<file path="src/design/chd_pkg.sv">
package chd_pkg;

   // Width of the chunk length counter
   localparam int unsigned LenWidth = 32;

   localparam logic [7:0] CharLf = 8'h0a;
   localparam logic [7:0] CharCr = 8'h0d;

   typedef enum logic [3:0] {
      PH_LEN      = 4'd0,
      PH_EXT      = 4'd1,
      PH_DATA     = 4'd2,
      PH_TERM     = 4'd3,
      PH_TERM_CR  = 4'd4,
      PH_TRL      = 4'd5,
      PH_TRL_SKIP = 4'd6,
      PH_TRL_CR   = 4'd7,
      PH_WAIT_EOF = 4'd8,
      PH_DONE     = 4'd9,
      PH_ERR      = 4'd10
   } phase_type;

   typedef enum logic [1:0] {
      MODE_AT_TRAILER    = 2'd0,
      MODE_AFTER_TRAILER = 2'd1,
      MODE_ADOPT         = 2'd2,
      MODE_AT_FINAL_EXT  = 2'd3
   } stop_mode_type;

   typedef enum logic [1:0] {
      KIND_NONE     = 2'd0,
      KIND_PAYLOAD  = 2'd1,
      KIND_LEFTOVER = 2'd2
   } kind_type;

   typedef enum logic [1:0] {
      STATUS_DECODING = 2'd0,
      STATUS_FINISHED = 2'd1,
      STATUS_ERROR    = 2'd2
   } status_type;

   typedef struct packed {
      logic [7:0] in_byte;
      logic       end_of_input;
   } item_type;

   typedef struct packed {
      logic [7:0] out_byte;
      kind_type   out_kind;
      status_type status;
   } result_type;

   typedef struct packed {
      logic       ok;
      logic [3:0] val;
   } hex_type;

   function automatic hex_type hex_decode(input logic [7:0] b);
      hex_type h;
      h.ok  = 1'b1;
      h.val = 4'd0;
      if (b >= 8'h30 && b <= 8'h39) begin
         h.val = 4'(b - 8'h30);
      end else if (b >= 8'h61 && b <= 8'h66) begin
         h.val = 4'(b - 8'h57);
      end else if (b >= 8'h41 && b <= 8'h46) begin
         h.val = 4'(b - 8'h37);
      end else begin
         h.ok = 1'b0;
      end
      return h;
   endfunction

endpackage

</file>
<file path="src/design/chd_in_stage.sv">
module chd_in_stage (
   input  logic                 clock,
   input  logic                 reset,
   input  logic                 req_tvalid,
   output logic                 req_tready,
   input  logic [7:0]           req_tdata,   // [7:0] in_byte
   input  logic                 req_tlast,   // end_of_input
   input  logic                 out_ready,
   output logic                 item_valid,
   output chd_pkg::item_type    item
);
   import chd_pkg::*;

   logic     valid_ff;
   logic     valid_in;
   item_type item_ff;

   assign req_tready = !valid_ff || out_ready;
   assign valid_in   = (req_tvalid && req_tready) || (valid_ff && !out_ready);

   always_ff @(posedge clock) begin
      if (reset) begin
         valid_ff <= 1'b0;
      end else begin
         valid_ff <= valid_in;
      end
   end

   always_ff @(posedge clock) begin
      if (req_tvalid && req_tready) begin
         item_ff.in_byte      <= req_tdata;
         item_ff.end_of_input <= req_tlast;
      end
   end

   assign item_valid = valid_ff;
   assign item       = item_ff;

endmodule

</file>
<file path="src/design/chd_core.sv">
module chd_core (
   input  logic                 clock,
   input  logic                 reset,
   input  logic                 csr_wr_en,
   input  logic [1:0]           csr_wr_data,
   input  logic                 fire,
   input  chd_pkg::item_type    item,
   output chd_pkg::result_type  result
);
   import chd_pkg::*;

   stop_mode_type         mode_ff;
   phase_type             phase_ff;
   phase_type             phase_in;
   logic [LenWidth-1:0]   length_ff;
   logic [LenWidth-1:0]   length_in;
   logic [LenWidth-1:0]   length_dec;
   hex_type               hex;
   logic                  len_zero;
   logic                  at_final_ext;
   phase_type             size_line_end;
   phase_type             blank_end;

   assign hex          = hex_decode(item.in_byte);
   assign len_zero     = (length_ff == '0);
   assign at_final_ext = len_zero && (mode_ff == MODE_AT_FINAL_EXT);
   assign length_dec   = len_zero ? length_ff : LenWidth'(length_ff - 1'b1);

   always_comb begin
      if (!len_zero) begin
         size_line_end = PH_DATA;
      end else if (mode_ff == MODE_AT_TRAILER) begin
         size_line_end = PH_DONE;
      end else begin
         size_line_end = PH_TRL;
      end
      blank_end = (mode_ff == MODE_ADOPT) ? PH_WAIT_EOF : PH_DONE;
   end

   // Next phase and counter
   always_comb begin
      phase_in  = phase_ff;
      length_in = length_ff;
      if (item.end_of_input) begin
         phase_in = (phase_ff == PH_DONE || phase_ff == PH_WAIT_EOF) ? PH_DONE : PH_ERR;
      end else begin
         unique case (phase_ff)
            PH_LEN: begin
               if (hex.ok) begin
                  // a digit with any of the top nibble set would overflow
                  if (length_ff[LenWidth-1 -: 4] != 4'd0) begin
                     phase_in = PH_ERR;
                  end else begin
                     length_in = {length_ff[LenWidth-5:0], hex.val};
                  end
               end else if (at_final_ext) begin
                  phase_in = PH_DONE;
               end else if (item.in_byte == CharLf) begin
                  phase_in = size_line_end;
               end else begin
                  phase_in = PH_EXT;
               end
            end
            PH_EXT: begin
               if (item.in_byte == CharLf) begin
                  phase_in = size_line_end;
               end
            end
            PH_DATA: begin
               length_in = length_dec;
               if (length_dec == '0) begin
                  phase_in = PH_TERM;
               end
            end
            PH_TERM: begin
               if (item.in_byte == CharLf) begin
                  phase_in = PH_LEN;
               end else if (item.in_byte == CharCr) begin
                  phase_in = PH_TERM_CR;
               end else begin
                  phase_in = PH_ERR;
               end
            end
            PH_TERM_CR: begin
               phase_in = (item.in_byte == CharLf) ? PH_LEN : PH_ERR;
            end
            PH_TRL: begin
               if (item.in_byte == CharLf) begin
                  phase_in = blank_end;
               end else if (item.in_byte == CharCr) begin
                  phase_in = PH_TRL_CR;
               end else begin
                  phase_in = PH_TRL_SKIP;
               end
            end
            PH_TRL_SKIP: begin
               if (item.in_byte == CharLf) begin
                  phase_in = PH_TRL;
               end
            end
            PH_TRL_CR: begin
               phase_in = (item.in_byte == CharLf) ? blank_end : PH_TRL_SKIP;
            end
            PH_WAIT_EOF: phase_in = PH_ERR;
            PH_DONE:     phase_in = PH_DONE;
            default:     phase_in = PH_ERR;
         endcase
      end
   end

   // Result for the transaction in hand
   always_comb begin
      result.out_byte = 8'd0;
      result.out_kind = KIND_NONE;
      if (!item.end_of_input) begin
         unique case (phase_ff)
            PH_LEN: begin
               if (!hex.ok && at_final_ext) begin
                  result.out_byte = item.in_byte;
                  result.out_kind = KIND_LEFTOVER;
               end
            end
            PH_DATA: begin
               result.out_byte = item.in_byte;
               result.out_kind = KIND_PAYLOAD;
            end
            PH_DONE: begin
               result.out_byte = item.in_byte;
               result.out_kind = KIND_LEFTOVER;
            end
            default: result.out_kind = KIND_NONE;
         endcase
      end
      if (phase_in == PH_ERR) begin
         result.out_byte = 8'd0;
         result.out_kind = KIND_NONE;
         result.status   = STATUS_ERROR;
      end else if (phase_in == PH_DONE) begin
         result.status = STATUS_FINISHED;
      end else begin
         result.status = STATUS_DECODING;
      end
   end

   always_ff @(posedge clock) begin
      if (reset) begin
         mode_ff   <= MODE_AFTER_TRAILER;
         phase_ff  <= PH_LEN;
         length_ff <= '0;
      end else begin
         if (csr_wr_en) begin
            mode_ff <= stop_mode_type'(csr_wr_data);
         end
         if (fire) begin
            phase_ff  <= phase_in;
            length_ff <= length_in;
         end
      end
   end

endmodule

</file>
<file path="src/design/chd_out_stage.sv">
module chd_out_stage (
   input  logic                 clock,
   input  logic                 reset,
   input  logic                 load,
   input  chd_pkg::result_type  result,
   output logic                 out_ready,
   output logic                 rsp_tvalid,
   input  logic                 rsp_tready,
   output logic [7:0]           rsp_tdata,   // [7:0] out_byte
   output logic [3:0]           rsp_tuser    // [1:0] out_kind, [3:2] status
);
   import chd_pkg::*;

   logic       valid_ff;
   result_type result_ff;

   assign out_ready = !valid_ff || rsp_tready;

   always_ff @(posedge clock) begin
      if (reset) begin
         valid_ff <= 1'b0;
      end else if (out_ready) begin
         valid_ff <= load;
      end
   end

   always_ff @(posedge clock) begin
      if (load && out_ready) begin
         result_ff <= result;
      end
   end

   assign rsp_tvalid = valid_ff;
   assign rsp_tdata  = result_ff.out_byte;
   assign rsp_tuser  = {result_ff.status, result_ff.out_kind};

endmodule

</file>
<file path="src/design/http_chunked_decoder_unit.sv">
// The request is registered in the input stage and the result in the output stage; rsp_ back-pressure stalls both.
// Throughput: one byte per cycle while rsp_tready is not held low; the phase and length counter update per byte.
// Every input transaction yields exactly one result transaction.
// Reset (synchronous, active high) empties both stages, sets the phase to length
// digits, clears the length counter and sets stop_mode to 1.
module http_chunked_decoder_unit (
   input  logic        clock,
   input  logic        reset,
   input  logic        csr_wr_en,
   input  logic [1:0]  csr_wr_data,   // stop_mode
   input  logic        req_tvalid,
   output logic        req_tready,
   input  logic [7:0]  req_tdata,     // [7:0] in_byte
   input  logic        req_tlast,     // end_of_input
   output logic        rsp_tvalid,
   input  logic        rsp_tready,
   output logic [7:0]  rsp_tdata,     // [7:0] out_byte
   output logic [3:0]  rsp_tuser      // [1:0] out_kind, [3:2] status
);
   import chd_pkg::*;

   logic       out_ready;
   logic       item_valid;
   logic       fire;
   item_type   item;
   result_type result;

   assign fire = item_valid && out_ready;

   chd_in_stage u_in (
      .clock      (clock),
      .reset      (reset),
      .req_tvalid (req_tvalid),
      .req_tready (req_tready),
      .req_tdata  (req_tdata),
      .req_tlast  (req_tlast),
      .out_ready  (out_ready),
      .item_valid (item_valid),
      .item       (item)
   );

   chd_core u_core (
      .clock       (clock),
      .reset       (reset),
      .csr_wr_en   (csr_wr_en),
      .csr_wr_data (csr_wr_data),
      .fire        (fire),
      .item        (item),
      .result      (result)
   );

   chd_out_stage u_out (
      .clock      (clock),
      .reset      (reset),
      .load       (item_valid),
      .result     (result),
      .out_ready  (out_ready),
      .rsp_tvalid (rsp_tvalid),
      .rsp_tready (rsp_tready),
      .rsp_tdata  (rsp_tdata),
      .rsp_tuser  (rsp_tuser)
   );

endmodule

</file>
<file path="config.mk">
export PLATFORM = sky130hd
export DESIGN_NAME = http_chunked_decoder_unit
export DESIGN_NICKNAME = d
export VERILOG_FILES = /design/src/design/chd_pkg.sv /design/src/design/chd_in_stage.sv /design/src/design/chd_core.sv /design/src/design/chd_out_stage.sv /design/src/design/http_chunked_decoder_unit.sv
export SDC_FILE = /design/constraint.sdc
export NUM_CORES = 1
export LEC_CHECK = 0
export ABC_AREA = 1
export BUFFER_PORTS_ARGS = -buffer_cell sky130_fd_sc_hd__buf_4
export CELL_PAD_IN_SITES_DETAIL_PLACEMENT = 1
export CELL_PAD_IN_SITES_GLOBAL_PLACEMENT = 2
export CORE_ASPECT_RATIO = 0.5
export CORE_MARGIN = 2
export CORE_UTILIZATION = 37
export DETAILED_ROUTE_END_ITERATION = 12
export GPL_TIMING_DRIVEN = 0
export PLACE_DENSITY = 0.87
export SLEW_MARGIN = 10
export SYNTH_ARGS = -nofsm -noshare
export SYNTH_HDL_FRONTEND = slang
export SYNTH_SLANG_ARGS = --single-unit
</file>
<file path="constraint.sdc">
create_clock -name clock -period 4.2 [get_ports clock]
set_input_delay 0.84 -clock clock [delete_from_list [all_inputs] [get_ports clock]]
set_output_delay 0.84 -clock clock [all_outputs]
set_load 0.01 [all_outputs]
</file>
## After elaboration in Yosys (flattened, before gate mapping)

Index checks and enable logic that the tools add are counted.

- Register bits: 61
- Input port bits: 16
- Output and inout bits: 14
- Word-level logic and storage cells: 96

- Add/sub/neg operators: 4
- $lt $le $gt $ge: 6
- Eq/ne operators: 17
- Multiplexer cells: 33
- Bitwise logic cells: 1
- Reductions and logical operators: 25

Operators with widths:

| cell | count |
|---|---|
| 2-to-1 mux 32 bit | 3 |
| 2-to-1 mux 4 bit | 18 |
| logical NOT 32 bit | 2 |
| one-hot mux 32 bit (2 select lines) | 1 |
| one-hot mux 4 bit (9 select lines) | 1 |
| subtractor 32 x 1 -> 32 bit, second input constant | 1 |
| equality test 4 x 3 -> 1 bit, second input constant | 4 |
| equality test 4 bit, second input constant | 4 |
| equality test 8 x 4 -> 1 bit, second input constant | 2 |
| >= comparator 8 x 7 -> 1 bit, second input constant | 2 |
| less-or-equal comparator 8 x 7 -> 1 bit, second input constant | 2 |
| one-hot mux 8 bit (2 select lines) | 1 |
| 2-to-1 mux 10 bit | 1 |
| equality test 4 x 2 -> 1 bit, second input constant | 2 |
| >= comparator 8 x 6 -> 1 bit, second input constant | 1 |
| less-or-equal comparator 8 x 6 -> 1 bit, second input constant | 1 |
| logical AND 1 bit | 8 |
| subtractor 4 x 3 -> 4 bit, second input constant | 2 |
| 2-to-1 mux 1 bit | 6 |
| one-hot mux 2 bit (3 select lines) | 1 |
| AND reduction 5 bit | 1 |
| equality test 2 bit, second input constant | 2 |
| equality test 4 x 1 -> 1 bit, second input constant | 1 |
| logical NOT 1 bit | 4 |
| 11 further kinds | 15 |

## Depth between registers and ports, before layout

Gate-level depths: netlist of the first run.

- Depth after elaboration: 10
- Mapped depth: 17
- Depth with buffers taken out: 17

## By module

From an unflattened synthesis of the first run, not the netlist that was laid out.

- Cells, all modules: 675
- Area total of the unflattened synthesis: 4310.4 µm²

Modules (own cells, without submodules):

| module | instances | cells each | area an instance (µm²) | seq. area each (µm²) |
|---|---|---|---|---|
| chd_core | 1 | 640 | 3577.2 | 760.7 |
| chd_out_stage | 1 | 18 | 407.9 | 380.4 |
| chd_in_stage | 1 | 15 | 317.8 | 290.3 |
| http_chunked_decoder_unit | 1 | 2 | 7.5 | 0.0 |

## Worst setup path after synthesis of the first run

OpenSTA, ideal clock, no wires.

- Path type: register -> register
- Start: register u_core.length_ff[0]
- End: register u_out.result_ff (netlist bit u_out.rsp_tuser[0]) (data pin)
- Setup time: 0.266 ns
- Arrival: 1.840 ns
- Setup slack: 2.095 ns
- Cell stages (with the launch flop): 15
- Path buffers: 0
- Path through: dfxtp_1 -> inv_1 -> ha_1 -> nand2_2 -> nor2_4 -> nand2_1 -> nor2_4 -> and3_1 -> o21ai_1 -> nand2_1 -> o21ai_1 -> nand2_2 -> nand2_2 -> nand2_4 -> nor2_1

- Word-level cells in the longest chain between the ends: 9
- Elaborated cells between the ends (all ways): 15

RTL lines:

| item | line | text |
|---|---|---|
| start: declaration | chd_core.sv:15 | `logic [LenWidth-1:0] length_ff;` |
| start signal: assignment | chd_core.sv:156 | `length_ff <= length_in;` |
| parallel branches: the longest is 5 deep, another holds subtractor 32 x 1 -> 32 bit | -- |  |
| one-hot mux 4 bit (9 select lines) (*) | chd_core.sv:47 | `unique case (phase_ff)` |
| 2-to-1 mux 4 bit (*) | chd_core.sv:44 | `if (item.end_of_input) begin` |
| equality test 4 bit (*) | chd_core.sv:134 | `if (phase_in == PH_ERR) begin` |
| OR reduction 2 bit (no source line) (*) | -- |  |
| end signal: assignment | chd_out_stage.sv:29 | `result_ff <= result;` |
| end: declaration | chd_out_stage.sv:15 | `result_type result_ff;` |

Mark *: on every way between the ends.
A chain may end at the register's enable or synchronous reset.

## Worst setup path after layout of the first run

- Start: register u_core.length_ff[0]
- End: register u_out.result_ff (netlist bit u_out.rsp_tuser[2]) (data pin)

- Word-level cells in the longest chain between the ends: 9
- Elaborated cells between the ends (all ways): 16

RTL lines:

| item | line | text |
|---|---|---|
| parallel branches: the longest is 5 deep, another holds subtractor 32 x 1 -> 32 bit | -- |  |
| one-hot mux 4 bit (9 select lines) (*) | chd_core.sv:47 |  |
| 2-to-1 mux 4 bit (*) | chd_core.sv:44 |  |
| equality test 4 bit | chd_core.sv:138 | `end else if (phase_in == PH_DONE) begin` |
| 2-to-1 mux 1 bit | chd_core.sv:138 |  |

Marked as above.

==> results of run 1 <==
-- layout by cell type (no fill, tap or decap), types with 12 or more instances in the layout --
master,count
sky130_fd_sc_hd__o211ai_2,27
sky130_fd_sc_hd__buf_4,28
sky130_fd_sc_hd__dfxtp_1,40
sky130_fd_sc_hd__nor2_1,98
sky130_fd_sc_hd__nand2_2,12
sky130_fd_sc_hd__nand3_1,23
sky130_fd_sc_hd__edfxtp_1,21
sky130_fd_sc_hd__a21oi_1,28
sky130_fd_sc_hd__a21oi_2,20
sky130_fd_sc_hd__nand2_1,205
sky130_fd_sc_hd__inv_1,65
sky130_fd_sc_hd__o21ai_0,28
-- worst register-to-register path: cells and delay by family, from the launching register on --
family	cells	cell delay, ns
buffers and inverters	2	0.36
adders and majority gates	1	0.33
and+or+nand+nor	12	1.51
DFF	1	0.34
-- per-layer routing --
metal	vias to the layer above	share of wire
met1	2120	0.49
met5	-	0
met3	5	0.041
met4	0	0.0051
met2	59	0.46
li1	2230	-
-- flip-flops by register name, summed over array words and instances (netlist names) --
name,cells
u_out.rsp_tvalid,1
u_core.phase_ff,4
u_core.mode_ff,2
u_out.rsp_tdata,8
u_in.item,9
u_in.item_valid,1
u_core.length_ff,32
u_out.rsp_tuser,4
-- how the worst min path moves through the flow --
stage | slack (ns) | end
3_5_place_dp | 0.48 | u_core.length_ff[30]$_SDFFE_PP0P_
5_1_grt | 0.52 | u_core.length_ff[30]$_SDFFE_PP0P_
6_report | 0.49 | u_core.mode_ff[1]$_SDFFE_PP0P_
2_1_floorplan | 0.45 | u_core.mode_ff[1]$_SDFFE_PP0P_
3_3_place_gp | 0.48 | u_core.mode_ff[1]$_SDFFE_PP0P_
4_1_cts | 0.49 | u_core.length_ff[30]$_SDFFE_PP0P_
-- metrics by stage --
step | utilization | instances
5_1_grt | 0.4404 | 868
4_1_cts | 0.4404 | 868
2_1_floorplan | - | 659
3_3_place_gp | 0.4150 | 852
3_5_place_dp | 0.4150 | 852
6_report | 0.4404 | 868
-- power by group through the flow --
stage | clock network, mW | logic (mW) | registers [mW]
3_5_place_dp | 0 | 0.522 | 0.664
4_1_cts | 0.781 | 0.525 | 0.651
2_1_floorplan | 0 | 0.369 | 0.661
3_3_place_gp | 0 | 0.511 | 0.663
6_report | 0.758 | 0.526 | 0.651
5_1_grt | 0.800 | 0.588 | 0.654
-- cell families after synthesis --
family | Yosys count | share of synthesized area
AOI/OAI and AO/OA | 116 | 0.1961
xor gates and xnor gates | 8 | 0.01558
adders and majority gates | 5 | 0.01391
buffers and inverters | 88 | 0.08651
DFF | 61 | 0.3182
and+or+nand+nor | 381 | 0.3697
-- area by class of cell --
class,count,area [um^2]
clock inverter,7,75.07
fill,1555,6626
tap,165,206.4
timing repair buffer,28,210.2
sequential,61,1431
clock buffer,9,225.2
buffer,19,128.9
inverter,69,260.3
multi-input combinational,510,2678
==> out/qor.yml, run 1 <==
antenna_found_initial: 0
grt_pass1_wl_um: 23340
static_leakage_nw: 2.249
number_of_hold_violations_in_the_final_report: 0
critPathMaxStageDelay_ns: 0.34
synth.cells.most_frequent: "sky130_fd_sc_hd__nand2_1, sky130_fd_sc_hd__nor2_1, sky130_fd_sc_hd__inv_1"
distinct_cells_synth: 47
grt_setup_unrepaired: "false"
antennaDiodeCount: 0
grt.met3_usage: 0.04293
placed_cell_area_um2: 4915
post-route-min-period_ns: 2.670
drive_gt1_frac: 0.1949
aggregate_global_route_resource_usage: 0.2309
finalWirelength_um: 14310
layout_setup_ws_ns: 1.530
final_cell_area_um2: 5215
netlist_instances: 659
grt_pass1_vias: 4439
fin_nets: 719
critPathBufInv: 2
cp.depth: 15
p_sw_mw: 0.6748
timing.critical_path.to_type: "register"
clock_sink_count: 61
detailedPlace.worstSlack_ns: 1.580
met2_track_demand_over_resource: 0.4082
post-synth-top-count-cell: "sky130_fd_sc_hd__nand2_1"
hold_slack_ns: 0.4868
post_cts.repair.setup_buffers: 0
power.total_mw: 1.935
max_freq_mhz: 374.5
cts.clk_slew.worst_paths_ns: 0.06
grt_most_used_layer: "met2"
synth.net_count: 680
slew_headroom: 0.3808
critical-path-slowest-cell: "sky130_fd_sc_hd__dfxtp_1"
reg2reg_to: "u_out.rsp_tuser[2]$_SDFFCE_PN0P_"
worst_r2r_path_depth: 15
crit_fanout: 10
fraction_of_post_synthesis_cell_area_in_the_top_cell_type_by_area: 0.1780
globalplace.congestion: 0.8602
crit_family: "simple AND/OR/NAND/NOR gates"
floorplan.die.height_um: 81.97
p_sw_frac: 0.3488
whs_path_depth: 2
htree_num_levels: 3
avg_cell_area_syn_um2: 6.826
place.port_buffers: 28
yosys_warnings: 0
crit_required_ns: 4.39
ir_drop_v: 0.0001730
worst_ep_arrival_time_ns: 2.86
cap_viol_max_count: 0
drtPass1Iterations: 4
postSynthRegisterBits: 61
power-per-cell-area_nw_per_um2: 371.0
power.share.combinational: 0.272
ys_async_sr_fraction: 0
cts-resized-gates: 0
met1_usage_grt: 0.2995
ctsLongestPathBuffers: 2
synth_area_leader_cell: "sky130_fd_sc_hd__dfxtp_1"
ant_nets: 0
drcViolationCount: 0
final-setup-viol-count: 0
clkLatencyLatePin_ns: 0.33
setup.worst_path.start: "u_core.length_ff[0]$_SDFFE_PP0P_"
critPathKind: "register to register"
finalSetupTns_ns: 0
die-width_um: 159.9
netlist_area_pre_place_um2: 4498
timing_worst_slew_pin_value_ns: 0.9288
ordered_cell_list_for_the_critical_path: "inv_1, ha_1, nand2_2, nor2_4, nand4_4, buf_6, nand2_1, nand2_1, nor2_1, nand2_1, nor2_2, nand2_1, nand3_2, nand2_2, nor2_1"
detailed_place_hpwl_um: 11100
pwr-share-clk: 0.392
start_util: 0.3799
endpoint: "u_out.rsp_tuser[2]$_SDFFCE_PN0P_"
sequential_fraction_of_design_power: 0.336
root_buffer: "sky130_fd_sc_hd__clkbuf_16"
critical_path.most_common_cell: "sky130_fd_sc_hd__nand2_1"
cts_tree: "built"
std_cell_core_area_um2: 11840
r2r-start: "u_core.length_ff[0]$_SDFFE_PP0P_"
status: "completed"
dominant_cells_by_area_after_synthesis: "sky130_fd_sc_hd__dfxtp_1, sky130_fd_sc_hd__nand2_1, sky130_fd_sc_hd__edfxtp_1, sky130_fd_sc_hd__nor2_1, sky130_fd_sc_hd__o211ai_2"
vias: 4414
synthFlopType: "sky130_fd_sc_hd__dfxtp_1"
reg2reg_slack_ns: 1.53
synth-seq-area-share: 0.3182
post_drt_via_cell_ratio: 5.085
row_count: 28
cts-hold-fix-buffers: 0
drtIter0Drc: 291
grt-ovfl-total: 0
design.die.area_um2: 13110
ios: 30
synth_enable_flop_cells: 21
start_kind: "register"
final-max-slew-violation-count: 0
grt_max_degree: 20
hold_path_startpoint: "u_core.mode_ff[1]$_SDFFE_PP0P_"
cts_inserted_buffers: 9
drt-wirelength-per-cell_um: 16.48
power.internal_mw: 1.260
min_path_type: "register to register"
area.growth.synth_to_final_pct: 15.94
setup_clock_skew_after_layout_ns: 0.006557
post-route-period-util: 0.6358
Note: power is estimated with default switching activity, not from simulation.
==> inputs of run 2 (changes only) <==
--- a/config.mk
+++ b/config.mk
@@ -11,10 +11,10 @@
 export CELL_PAD_IN_SITES_GLOBAL_PLACEMENT = 2
 export CORE_ASPECT_RATIO = 0.5
 export CORE_MARGIN = 2
-export CORE_UTILIZATION = 37
+export CORE_UTILIZATION = 35
 export DETAILED_ROUTE_END_ITERATION = 12
 export GPL_TIMING_DRIVEN = 0
-export PLACE_DENSITY = 0.87
+export PLACE_DENSITY = 0.83
 export SLEW_MARGIN = 10
 export SYNTH_ARGS = -nofsm -noshare
 export SYNTH_HDL_FRONTEND = slang
==> constraint.sdc (replaced) <==
create_clock -name clock -period 2.6 [get_ports clock]
set_input_delay 0.52 -clock clock [delete_from_list [all_inputs] [get_ports clock]]
set_output_delay 0.52 -clock clock [all_outputs]
set_load 0.01 [all_outputs]
==> out/qor.yml, run 2 (synthesis gave the netlist of run 1 again) <==
detailed_place_hpwl_um: 11140  # +0.38%
setup_clock_skew_after_layout_ns: 0.007533  # +0.0009766 ns
cts-hold-fix-buffers: 0  # unchanged
hold_path_startpoint: "req_tdata[5]"
num-fill-cells: 1613  # +3.7%
antennaDiodeCount: 0  # unchanged
met2_wirelength_um: 6661  # +1.2%
fin_nets: 727  # +1.1%
cts.clk_slew.worst_paths_ns: 0.06  # about the same
place.port_buffers: 28  # unchanged
reg2reg_slack_ns: 0.13  # -1.39 ns
drtPass1Iterations: 4  # unchanged
root_buffer: "sky130_fd_sc_hd__clkbuf_16"
power.share.combinational: 0.289  # +0.017
cts_tree: "built"
floorplan.die.height_um: 84.16  # +2.7%
critPathKind: "register to register"
antenna_found_initial: 0  # unchanged
sequential_fraction_of_design_power: 0.343  # +0.007
r2r-start: "u_core.length_ff[1]$_SDFFE_PP0P_"
pwr-share-clk: 0.368  # -0.024
setup.worst_path.start: "u_core.length_ff[1]$_SDFFE_PP0P_"
clkLatencyLatePin_ns: 0.34  # about the same
placed_cell_area_um2: 4921  # +0.13%
timing.critical_path.to_type: "register"
post_drt_via_cell_ratio: 5.044  # -0.81%
grt_pass1_vias: 4536  # +2.2%
crit_required_ns: 2.80  # -1.59 ns
status: "completed"
htree_num_levels: 3  # unchanged
power.total_mw: 3.068  # +59%
drive_gt1_frac: 0.2264  # +0.03156
post-route-min-period_ns: 2.465  # -0.2053 ns
worst_ep_arrival_time_ns: 2.67  # -0.19 ns
start_util: 0.3572  # -0.02261
cts_inserted_buffers: 9  # unchanged
die-width_um: 164.3  # +2.7%
post-route-period-util: 0.9481  # +0.3123
grt_pass1_wl_um: 23940  # +2.6%
grt_max_degree: 20  # unchanged
p_sw_mw: 1.103  # +63%
multi_input_area_um2: 2740  # +2.3%
power.internal_mw: 1.965  # +56%
max_ffs_per_register: 32  # unchanged
ant_nets: 0  # unchanged
globalplace.congestion: 0.8322  # -3.3%
fin_util: 0.4227  # -0.01767
largest-register: "u_core.length_ff"
vias: 4444  # +0.68%
crit_fanout: 5  # -5
drtIter0Drc: 242  # -17%
m1WireLength_um: 7201  # +2.0%
max_freq_mhz: 405.7  # +8.3%
min_path_type: "primary input to register"
area.growth.synth_to_final_pct: 18.33
route.met3.wl_um: 506  # -15%
layout_commonest_cell: "sky130_fd_sc_hd__nand2_1"
layout_setup_ws_ns: 0.1350  # -1.395 ns
timing_worst_slew_pin_value_ns: 0.9120  # -0.01677 ns
drcViolationCount: 0  # unchanged
aggregate_global_route_resource_usage: 0.2236  # -0.007383
slew_headroom: 0.3920  # +0.01118
grt-ovfl-total: 0  # unchanged
detailedPlace.worstSlack_ns: -0.003488  # -1.583 ns
final-max-slew-violation-count: 0  # unchanged
drt-wirelength-per-cell_um: 16.47  # about the same
ios: 30  # unchanged
static_leakage_nw: 2.305  # +2.5%
finalWirelength_um: 14510  # +1.5%
highest-signal-layer: "met4"
whs_path_depth: 1  # -1
cap_viol_max_count: 0  # unchanged
ctsLongestPathBuffers: 2  # unchanged
final_cell_area_um2: 5323  # +2.1%
grt_setup_unrepaired: "true"
clock_sink_count: 61  # unchanged
std_cell_core_area_um2: 12590  # +6.3%
worst_r2r_path_depth: 15  # unchanged
design.die.area_um2: 13830  # +5.5%
ir_drop_v: 0.0002451  # +42%
p_sw_frac: 0.3595  # +0.01071
footprint_of_the_flip_flops_and_latches_um2: 1431  # unchanged
layout.cells.most_common_list: "sky130_fd_sc_hd__nand2_1, sky130_fd_sc_hd__nor2_1, sky130_fd_sc_hd__inv_1, sky130_fd_sc_hd__dfxtp_1, sky130_fd_sc_hd__buf_4"
start_kind: "register"
row_count: 29  # +3.6%
final-setup-viol-count: 0  # unchanged
number_of_hold_violations_in_the_final_report: 0  # unchanged
power-per-cell-area_nw_per_um2: 576.4  # +55%
==> run 2: cell types whose count changed in the layout (fill, tap and decap cells not counted), moves of 3 or more <==
cell	delta
sky130_fd_sc_hd__nor2_2	+3
sky130_fd_sc_hd__nor2_1	-7
sky130_fd_sc_hd__inv_2	+3
sky130_fd_sc_hd__inv_1	-3
sky130_fd_sc_hd__nor2_4	+4
sky130_fd_sc_hd__buf_4	+8
==> run 2: stage by stage <==
step / hold slack (ns) / setup TNS (ns) / cells
2_1_floorplan: 0.4536 / 0 / 659
3_3_place_gp: 0.4761 / 0 / 857
3_5_place_dp: 0.4830 / -0.003488 / 857
4_1_cts: 0.3463 / 0 / 873
5_1_grt: 0.3390 / -0.05144 / 881
6_report: 0.3575 / 0 / 881
==> run 2: area by class of cell <==
cell class,instances,share of cell area
Tap cell,170,0.03996
Sequential cell,61,0.2689
Inverter,69,0.04890
Clock buffer,9,0.04231
Clock inverter,7,0.009638
Timing Repair Buffer,36,0.05078
Multi-Input combinational cell,510,0.5148
Buffer,19,0.02468
==> run 2: worst paths after layout <==
| check | to |
|---|---|
| setup / recovery | u_out.rsp_tuser[2]$_SDFFCE_PN0P_ |
| setup reg to reg | u_out.rsp_tuser[2]$_SDFFCE_PN0P_ |
| hold reg to reg | u_core.mode_ff[1]$_SDFFE_PP0P_ |
| hold / removal | u_in.item[6]$_DFFE_PP_ |
==> run 2: layer usage <==
| layer | vias up | track usage |
|---|---|---|
| met4 | 0 | 0.04864 |
| met5 | - | 0 |
| li1 | 2249 | - |
| met2 | 55 | 0.3659 |
| met1 | 2127 | 0.3097 |
| met3 | 13 | 0.03854 |
==> run 2: worst max-delay path: stages (launching register included) <==
cell and delay (ns):
sky130_fd_sc_hd__dfxtp_1 0.39, sky130_fd_sc_hd__inv_1 0.10, sky130_fd_sc_hd__ha_4 0.20, sky130_fd_sc_hd__nand2_2 0.13
sky130_fd_sc_hd__inv_1 0.12, sky130_fd_sc_hd__nand2_1 0.17, sky130_fd_sc_hd__nor2_1 0.06, sky130_fd_sc_hd__o21ai_0 0.32
sky130_fd_sc_hd__nand2_1 0.09, sky130_fd_sc_hd__nor2_1 0.19, sky130_fd_sc_hd__nand2_1 0.10, sky130_fd_sc_hd__nor2_2 0.10
sky130_fd_sc_hd__nand2_1 0.10, sky130_fd_sc_hd__nand3_2 0.09, sky130_fd_sc_hd__nand2_2 0.07, sky130_fd_sc_hd__nor2_1 0.11
==> run 2: power by group through the flow <==
stage / combinational [mW] / clock, mW / sequential, mW
after floorplan: 0.596 / 0 / 1.07
after global placement: 0.827 / 0 / 1.07
after detailed placement: 0.840 / 0 / 1.07
after CTS: 0.847 / 1.15 / 1.05
after global routing: 0.998 / 1.20 / 1.06
final: 0.886 / 1.13 / 1.05
==> run 2: what timing repair did <==
item                       in CTS  in global routing
setup endpoints to repair       1                 35
pin swaps                       0                  5
buffers inserted                0                  8
gates resized for setup         1                 23
